## config.mk

```make
export PLATFORM = sky130hd
export DESIGN_NAME = segment_horizontal_mirror_top
export DESIGN_NICKNAME = d
export VERILOG_FILES = /design/src/rtl/smh_pkg.sv /design/src/rtl/smh_cell.sv /design/src/rtl/smh_stack.sv /design/src/rtl/segment_horizontal_mirror_top.sv
export SDC_FILE = /design/constraint.sdc
export NUM_CORES = 2
export LEC_CHECK = 0
export BUFFER_PORTS_ARGS = -buffer_cell sky130_fd_sc_hd__buf_4
export CORE_MARGIN = 2
export CORE_UTILIZATION = 60
export DETAILED_ROUTE_END_ITERATION = 6
export MAX_ROUTING_LAYER = met4
export PLACE_DENSITY_LB_ADDON = 0.25
export SYNTH_ARGS = -nofsm -noshare
export SYNTH_HDL_FRONTEND = slang
export SYNTH_SLANG_ARGS = --single-unit
```

## constraint.sdc

```tcl
create_clock -name clk -period 73.4 [get_ports clk]
set_input_delay 14.68 -clock clk [delete_from_list [all_inputs] [get_ports clk]]
set_output_delay 14.68 -clock clk [all_outputs]
set_load 0.03 [all_outputs]
```

## src/rtl/smh_pkg.sv

```systemverilog
`timescale 1ns / 1ps
// Package for the segment horizontal mirror: widths, register indexes,
// reset values, control state and the cell operation code. No dependencies.
package smh_pkg;

    localparam int DEF_MAX_SEGMENT   = 64;
    localparam int DEF_MAX_ROW_WIDTH = 4096;
    localparam int DEF_PIXEL_BITS    = 32;

    localparam int PIXEL_W       = 32;
    localparam int ROW_WIDTH_W   = 13;
    localparam int SEG_LEN_W     = 7;
    localparam int CFG_DATA_W    = 13;
    localparam int CFG_INDEX_W   = 2;

    localparam logic [CFG_INDEX_W-1:0] REG_ROW_WIDTH   = 2'd0;
    localparam logic [CFG_INDEX_W-1:0] REG_SEGMENT_LEN = 2'd1;

    localparam logic [ROW_WIDTH_W-1:0] RESET_ROW_WIDTH   = 13'd64;
    localparam logic [SEG_LEN_W-1:0]   RESET_SEGMENT_LEN = 7'd16;

    typedef enum logic {
        ST_FILL,
        ST_EMIT
    } state_t;

    typedef enum logic [1:0] {
        CELL_HOLD,
        CELL_PUSH,
        CELL_POP
    } cell_op_t;

endpackage

```

## src/rtl/smh_cell.sv

```systemverilog
`timescale 1ns / 1ps
// One cell of the pixel stack: holds one pixel, takes its left neighbor on a
// push and its right neighbor on a pop. Depends on smh_pkg.
module smh_cell
    import smh_pkg::*;
#(
    parameter int PIXEL_BITS = DEF_PIXEL_BITS
)
(
    input  logic                  clk,
    input  cell_op_t              op,
    input  logic [PIXEL_BITS-1:0] left,
    input  logic [PIXEL_BITS-1:0] right,
    output logic [PIXEL_BITS-1:0] q
);

    logic [PIXEL_BITS-1:0] q_reg;
    logic [PIXEL_BITS-1:0] q_next;

    always_comb
    begin
        case (op)
            CELL_PUSH: q_next = left;
            CELL_POP:  q_next = right;
            default:   q_next = q_reg;
        endcase
    end

    always_ff @(posedge clk)
    begin
        q_reg <= q_next;
    end

    assign q = q_reg;

endmodule

```

## src/rtl/smh_stack.sv

```systemverilog
`timescale 1ns / 1ps
// Row of stack cells: a push shifts toward the deep end with the new pixel at
// the head, a pop shifts toward the head. Depends on smh_pkg and smh_cell.
module smh_stack
    import smh_pkg::*;
#(
    parameter int MAX_SEGMENT = DEF_MAX_SEGMENT,
    parameter int PIXEL_BITS  = DEF_PIXEL_BITS
)
(
    input  logic                  clk,
    input  cell_op_t              op,
    input  logic [PIXEL_BITS-1:0] push_data,
    output logic [PIXEL_BITS-1:0] head
);

    logic [PIXEL_BITS-1:0] cell_q [MAX_SEGMENT];

    for (genvar i = 0; i < MAX_SEGMENT; i++)
    begin : g_cell
        logic [PIXEL_BITS-1:0] left;
        logic [PIXEL_BITS-1:0] right;

        if (i == 0)
        begin : g_first
            assign left = push_data;
        end
        else
        begin : g_inner_left
            assign left = cell_q[i-1];
        end

        if (i == MAX_SEGMENT - 1)
        begin : g_last
            assign right = cell_q[i];
        end
        else
        begin : g_inner_right
            assign right = cell_q[i+1];
        end

        smh_cell #(
            .PIXEL_BITS (PIXEL_BITS)
        ) u_cell (
            .clk   (clk),
            .op    (op),
            .left  (left),
            .right (right),
            .q     (cell_q[i])
        );
    end

    assign head = cell_q[0];

endmodule

```

## src/rtl/segment_horizontal_mirror_top.sv

```systemverilog
`timescale 1ns / 1ps
// Segment horizontal mirror, top level. Depends on smh_pkg and smh_stack.
//
// Pixels arrive in raster order; each row of row_width pixels is cut into
// whole segments of segment_len pixels, and each segment leaves reversed left
// to right. A pixel past the last whole segment of a row passes through and is
// on the output in the cycle after it is accepted, one per cycle while the
// output is not stalled. A segment of S pixels is pushed into a row of stack
// cells at one pixel per cycle while input is offered; once its last pixel
// is pushed, the block pops it through the output register at one pixel per
// cycle while the output is not stalled, and the input is held off while it
// is popped. m_tlast marks the last pixel that one input produced, m_tuser
// marks the last pixel of a row. A write to either register restarts the row
// and drops a partly filled segment.
module segment_horizontal_mirror_top
    import smh_pkg::*;
#(
    parameter int MAX_SEGMENT   = DEF_MAX_SEGMENT,
    parameter int MAX_ROW_WIDTH = DEF_MAX_ROW_WIDTH,
    parameter int PIXEL_BITS    = DEF_PIXEL_BITS
)
(
    input  logic                   clk,
    input  logic                   rst_n,

    input  logic                   cfg_we,
    input  logic [CFG_INDEX_W-1:0] cfg_index,
    input  logic [CFG_DATA_W-1:0]  cfg_data,

    input  logic                   s_tvalid,
    output logic                   s_tready,
    input  logic [PIXEL_W-1:0]     s_tdata,   // pixel_in[31:0]

    output logic                   m_tvalid,
    input  logic                   m_tready,
    output logic [PIXEL_W-1:0]     m_tdata,   // pixel_out[31:0]
    output logic                   m_tlast,   // run_last
    output logic                   m_tuser    // row_end
);

    localparam int COL_W  = $clog2(MAX_ROW_WIDTH);
    localparam int WW     = (COL_W + 1 > ROW_WIDTH_W) ? COL_W + 1 : ROW_WIDTH_W;
    localparam int SEG_W  = $clog2(MAX_SEGMENT + 1);
    localparam int FILL_W = $clog2(MAX_SEGMENT);

    state_t                 state_reg, state_next;
    logic [ROW_WIDTH_W-1:0] row_width_reg, row_width_next;
    logic [SEG_LEN_W-1:0]   seg_len_reg, seg_len_next;
    logic [COL_W-1:0]       col_reg, col_next;
    logic [FILL_W-1:0]      fill_reg, fill_next;
    logic [SEG_W-1:0]       emit_cnt_reg, emit_cnt_next;
    logic                   row_end_pend_reg, row_end_pend_next;
    logic                   out_valid_reg, out_valid_next;
    logic [PIXEL_BITS-1:0]  out_pix_reg, out_pix_next;
    logic                   out_last_reg, out_last_next;
    logic                   out_row_end_reg, out_row_end_next;

    logic [WW-1:0]          eff_w;
    logic [SEG_W-1:0]       eff_s;
    logic [WW-1:0]          col_ext;
    logic [WW-1:0]          col_eff;
    logic [WW:0]            seg_end;
    logic                   last_col;
    logic                   in_zone;
    logic [SEG_W-1:0]       fill_inc;
    logic                   out_free;
    logic                   accept;
    logic [PIXEL_BITS-1:0]  pix;
    cell_op_t               stack_op;
    logic [PIXEL_BITS-1:0]  stack_head;

    smh_stack #(
        .MAX_SEGMENT (MAX_SEGMENT),
        .PIXEL_BITS  (PIXEL_BITS)
    ) u_stack (
        .clk       (clk),
        .op        (stack_op),
        .push_data (pix),
        .head      (stack_head)
    );

    // Clamp the registers to their usable ranges.
    always_comb
    begin
        if (row_width_reg == '0)
            eff_w = WW'(1);
        else if (WW'(row_width_reg) > WW'(MAX_ROW_WIDTH))
            eff_w = WW'(MAX_ROW_WIDTH);
        else
            eff_w = WW'(row_width_reg);

        if (seg_len_reg == '0)
            eff_s = SEG_W'(1);
        else if (seg_len_reg > SEG_LEN_W'(MAX_SEGMENT))
            eff_s = SEG_W'(MAX_SEGMENT);
        else
            eff_s = SEG_W'(seg_len_reg);
    end

    assign pix      = s_tdata[PIXEL_BITS-1:0];
    assign col_ext  = WW'(col_reg);
    assign last_col = (col_ext == eff_w - WW'(1));
    assign col_eff  = (col_ext >= eff_w) ? '0 : col_ext;
    // A segment opens only where it still fits whole into the row.
    assign seg_end  = {1'b0, col_eff} + (WW+1)'(eff_s);
    assign in_zone  = (fill_reg != '0) || (seg_end <= {1'b0, eff_w});
    assign fill_inc = SEG_W'(fill_reg) + SEG_W'(1);
    assign out_free = !out_valid_reg || m_tready;
    assign s_tready = (state_reg == ST_FILL) && out_free;
    assign accept   = s_tvalid && s_tready;

    always_comb
    begin
        state_next        = state_reg;
        row_width_next    = row_width_reg;
        seg_len_next      = seg_len_reg;
        col_next          = col_reg;
        fill_next         = fill_reg;
        emit_cnt_next     = emit_cnt_reg;
        row_end_pend_next = row_end_pend_reg;
        out_valid_next    = out_free ? 1'b0 : out_valid_reg;
        out_pix_next      = out_pix_reg;
        out_last_next     = out_last_reg;
        out_row_end_next  = out_row_end_reg;
        stack_op          = CELL_HOLD;

        case (state_reg)
            ST_FILL:
            begin
                if (accept)
                begin
                    col_next = last_col ? '0 : COL_W'(col_eff + WW'(1));
                    if (in_zone)
                    begin
                        stack_op = CELL_PUSH;
                        if (fill_inc == eff_s)
                        begin
                            fill_next         = '0;
                            emit_cnt_next     = eff_s;
                            row_end_pend_next = last_col;
                            state_next        = ST_EMIT;
                        end
                        else
                        begin
                            fill_next = FILL_W'(fill_inc);
                        end
                    end
                    else
                    begin
                        fill_next        = '0;
                        out_valid_next   = 1'b1;
                        out_pix_next     = pix;
                        out_last_next    = 1'b1;
                        out_row_end_next = last_col;
                    end
                end
            end
            ST_EMIT:
            begin
                // Pop the head into the output register while it is free.
                if (out_free)
                begin
                    stack_op         = CELL_POP;
                    out_valid_next   = 1'b1;
                    out_pix_next     = stack_head;
                    out_last_next    = (emit_cnt_reg == SEG_W'(1));
                    out_row_end_next = (emit_cnt_reg == SEG_W'(1)) && row_end_pend_reg;
                    emit_cnt_next    = emit_cnt_reg - SEG_W'(1);
                    if (emit_cnt_reg == SEG_W'(1))
                        state_next = ST_FILL;
                end
            end
            default:
            begin
                state_next = ST_FILL;
            end
        endcase

        if (cfg_we)
        begin
            case (cfg_index)
                REG_ROW_WIDTH:
                begin
                    row_width_next = cfg_data[ROW_WIDTH_W-1:0];
                    col_next       = '0;
                    fill_next      = '0;
                end
                REG_SEGMENT_LEN:
                begin
                    seg_len_next = cfg_data[SEG_LEN_W-1:0];
                    col_next     = '0;
                    fill_next    = '0;
                end
                default:
                begin
                    // drop writes to unknown indexes
                end
            endcase
        end
    end

    always_ff @(posedge clk or negedge rst_n)
    begin
        if (!rst_n)
        begin
            state_reg        <= ST_FILL;
            row_width_reg    <= RESET_ROW_WIDTH;
            seg_len_reg      <= RESET_SEGMENT_LEN;
            col_reg          <= '0;
            fill_reg         <= '0;
            emit_cnt_reg     <= '0;
            row_end_pend_reg <= 1'b0;
            out_valid_reg    <= 1'b0;
        end
        else
        begin
            state_reg        <= state_next;
            row_width_reg    <= row_width_next;
            seg_len_reg      <= seg_len_next;
            col_reg          <= col_next;
            fill_reg         <= fill_next;
            emit_cnt_reg     <= emit_cnt_next;
            row_end_pend_reg <= row_end_pend_next;
            out_valid_reg    <= out_valid_next;
        end
    end

    always_ff @(posedge clk)
    begin
        out_pix_reg     <= out_pix_next;
        out_last_reg    <= out_last_next;
        out_row_end_reg <= out_row_end_next;
    end

    assign m_tvalid = out_valid_reg;
    assign m_tdata  = PIXEL_W'(out_pix_reg);
    assign m_tlast  = out_last_reg;
    assign m_tuser  = out_row_end_reg;

    a_row_end_on_last: assert property (@(posedge clk) disable iff (!rst_n)
        m_tvalid && m_tuser |-> m_tlast)
        else $error("row end flagged on a pixel that does not close its run");

    a_fill_below_seg: assert property (@(posedge clk) disable iff (!rst_n)
        SEG_W'(fill_reg) < eff_s)
        else $error("fill count reached the segment length");

    a_col_in_row: assert property (@(posedge clk) disable iff (!rst_n)
        col_ext < eff_w)
        else $error("column counter outside the row");

    a_complete_emits: assert property (@(posedge clk) disable iff (!rst_n)
        accept && in_zone && (fill_inc == eff_s) |=> state_reg == ST_EMIT)
        else $error("completed segment did not start draining");

endmodule

```

==> out/results.ini <==
[outcome]
status=complete, no violations

[worst_setup_path]
critical_path.endpoint_type=output port
crit_required_ns=58.72
regToRegSetupSlack_ns=59.57
reg2reg_from=row_width_reg[3]
r2r_cells=34
r2r_end=u_stack.g_cell[7].u_cell.q[13]
critPathArrivalTime_ns=15.39
crit_path_end=s_tready
startpoint_type=input pin
cp-startpoint=m_tready
cp_max_fo=3
crit_type=input pin to output port

[hold_path]
min_path_type=flop to flop
hold_path_startpoint=u_stack.g_cell[62].u_cell.q[2]
min_path_cells=0

[sta]
finalSetupViolCount=0
drv_slew=0
worst_hold_slack_ns=0.430
final_hold_viol_count=0
fmax_mhz=33.3
layout_setup_ws_ns=43.33
fin_crit_sh_pct=41.0
worst_pin_slew_ns=1.36
tns_ns=0
grt_setup_unrepaired=no
min_period_ns=30.07
slew_headroom_pct=9.57
clock_skew_ns=0.0587

[floorplan]
initial_core_util_pct=60.3
rows=143
top_level_ports=88
die_w_um=395
die_h_um=395
core_area_um2=152000
die_area_um2=156000

[yosys]
yosysWarnings=0
synth_ff_type=edfxtp_1
synthDominantCellAreaShare_pct=68.3
syn_area_um2=91600
synth_cell_types=70
netlist_top_cells_count=6085 x nand2_1, 2082 x edfxtp_1, 457 x clkbuf_1, 50 x mux2_2, 46 x dfrtp_1
synth_edf_count=2082
synth_area_leader_cell=edfxtp_1
yosysMostFrequentCell=nand2_1
synth_seq_cells=2130
avgSynthCellArea_um2=10.1
synthesis.nets=9192
synthArstFlopShare_pct=2.25
synth-seq-area-share_pct=69.6
synthCells=9101
synth.area.top_cells=edfxtp_1 68%, nand2_1 25%, clkbuf_1 1.9%

[layout]
drive_above_1_share_pct=5.53
regArea_um2=63700
largest_register_ffs=2048
final_nets=9076
fillers=11657
area_delta_synth_final_pct=9.03
multi_input_area_um2=25900

[drt]
wl_um=159000
drc=0
final_antenna_net_count=0
drt_iter0_drc=5394
wl_per_cell_um=14.2
drt_first_pass_iters=5
dr_total_vias=59432
viasPerCell=5.32

[global_route]
grt_usage_pct=20.7
grt-ovfl-total=0
grt_pass1_wl_um=269000
antenna_found_initial=2
grt_max_degree=280
grt_pass1_vias=57756

[power_and_ir_drop]
p_per_area_nw_per_um2=53.1
max-vdd-ir-drop_v=0.0000491
p_leak_nw=43.7

[cts]
cts_tree=yes
ctsHoldBuffers=0
cts_max_level=4
clockBufferDepth=3
cts_resized=0
cts_root_buf=clkbuf_16
clock_sinks=2130
cts_buffers=208
path_clk_slew_ns=0.06
post_cts_buffers=0
worstSkewPairLatency_ns=0.83

[place]
dp_hpwl_um=89000
post-place-ws_ns=43.33
gp_congestion=0.847
io_buffers=87

[job]
maxCapViolations=0

==> area by class of cell <==
type | count | area share, %
clock inverter | 121 | 0.941
sequential | 2130 | 63.8
clock buffer | 251 | 5.40
inverter | 22 | 0.0827
tap | 2030 | 2.54
antenna | 3 | 0.00752
timing repair buffer | 146 | 1.20
multi-input combinational | 6477 | 26.0
==> worst max-delay path, cell delays in order <==
cell and delay (ns):
buf_4 0.11, nor2b_1 0.28, nor2_1 0.13, buf_4 0.19
==> layout by cell type (no fill, tap or decap), drive strengths merged, types with 5 or more instances in the layout <==
cell and count:
buf 146, a21o 7, mux2i 6, and2 9, nand4 13, inv 32, mux2 50, clkbuf 251
a22oi 5, nand2 6085, a21oi 27, dfrtp 46, xnor2 21, edfxtp 2082, bufinv 8, clkinv 95
and3 9, ha 38, a31oi 5, nand3 16, xor2 13, or3 10, nor2 37, clkinvlp 8
nand2b 8, nor4 10, nor3 11, o32ai 5, nor2b 16, a211oi 8, o21ai 28
==> stage by stage <==
stage | area, um^2 | power (mW) | instances | utilization [%]
final | 99800 | 5.30 | 11180 | 65.8
after global routing | 99800 | 5.70 | 11179 | 65.8
after CTS | 99800 | 5.35 | 11177 | 65.8
after detailed placement | 93500 | 4.32 | 10805 | 61.6
after global placement | 93500 | 4.22 | 10805 | 61.6
after floorplan | 91600 | 4.49 | 9101 | -
==> logic make-up (layout without fill, tap and decap cells) <==
group	Yosys count	in the layout	share of synthesized area, %
AOI/OAI and AO/OA	108	108	0.815
and+or+nand+nor	6240	6240	26.0
buffers and inverters	494	540	2.08
xor gates and xnor gates	34	34	0.325
other	0	3	0
DFF	2130	2130	69.6
adders and majority gates	39	39	0.541
muxes	56	56	0.681
==> power by group <==
group | internal, mW | switching [mW] | leakage (nW)
registers | 2.42 | 0.335 | 21.1
logic | 0.443 | 1.10 | 19.5
clock network | 0.551 | 0.450 | 3.09
==> how the worst min path moves through the flow <==
| stage | end | slack (ns) |
|---|---|---|
| 6_report | u_stack.g_cell[63].u_cell.q[2] | 0.43 |
| 5_1_grt | u_stack.g_cell[63].u_cell.q[2] | 0.45 |
| 4_1_cts | u_stack.g_cell[63].u_cell.q[2] | 0.43 |
| 3_5_place_dp | u_stack.g_cell[63].u_cell.q[0] | 0.43 |
| 3_3_place_gp | u_stack.g_cell[63].u_cell.q[1] | 0.43 |
| 2_1_floorplan | u_stack.g_cell[63].u_cell.q[0] | 0.43 |
==> layer usage <==
metal	vias up	share of wire [%]	wire length [um]	global-route usage, %
met5	-	0	0	-
met4	0	1.9	2970	5.24
met3	249	4.1	6470	3.30
met2	1016	48	76700	33.1
met1	28840	46	72800	28.0
li1	29327	-	-	-
Power figures use the tool's default switching activity.
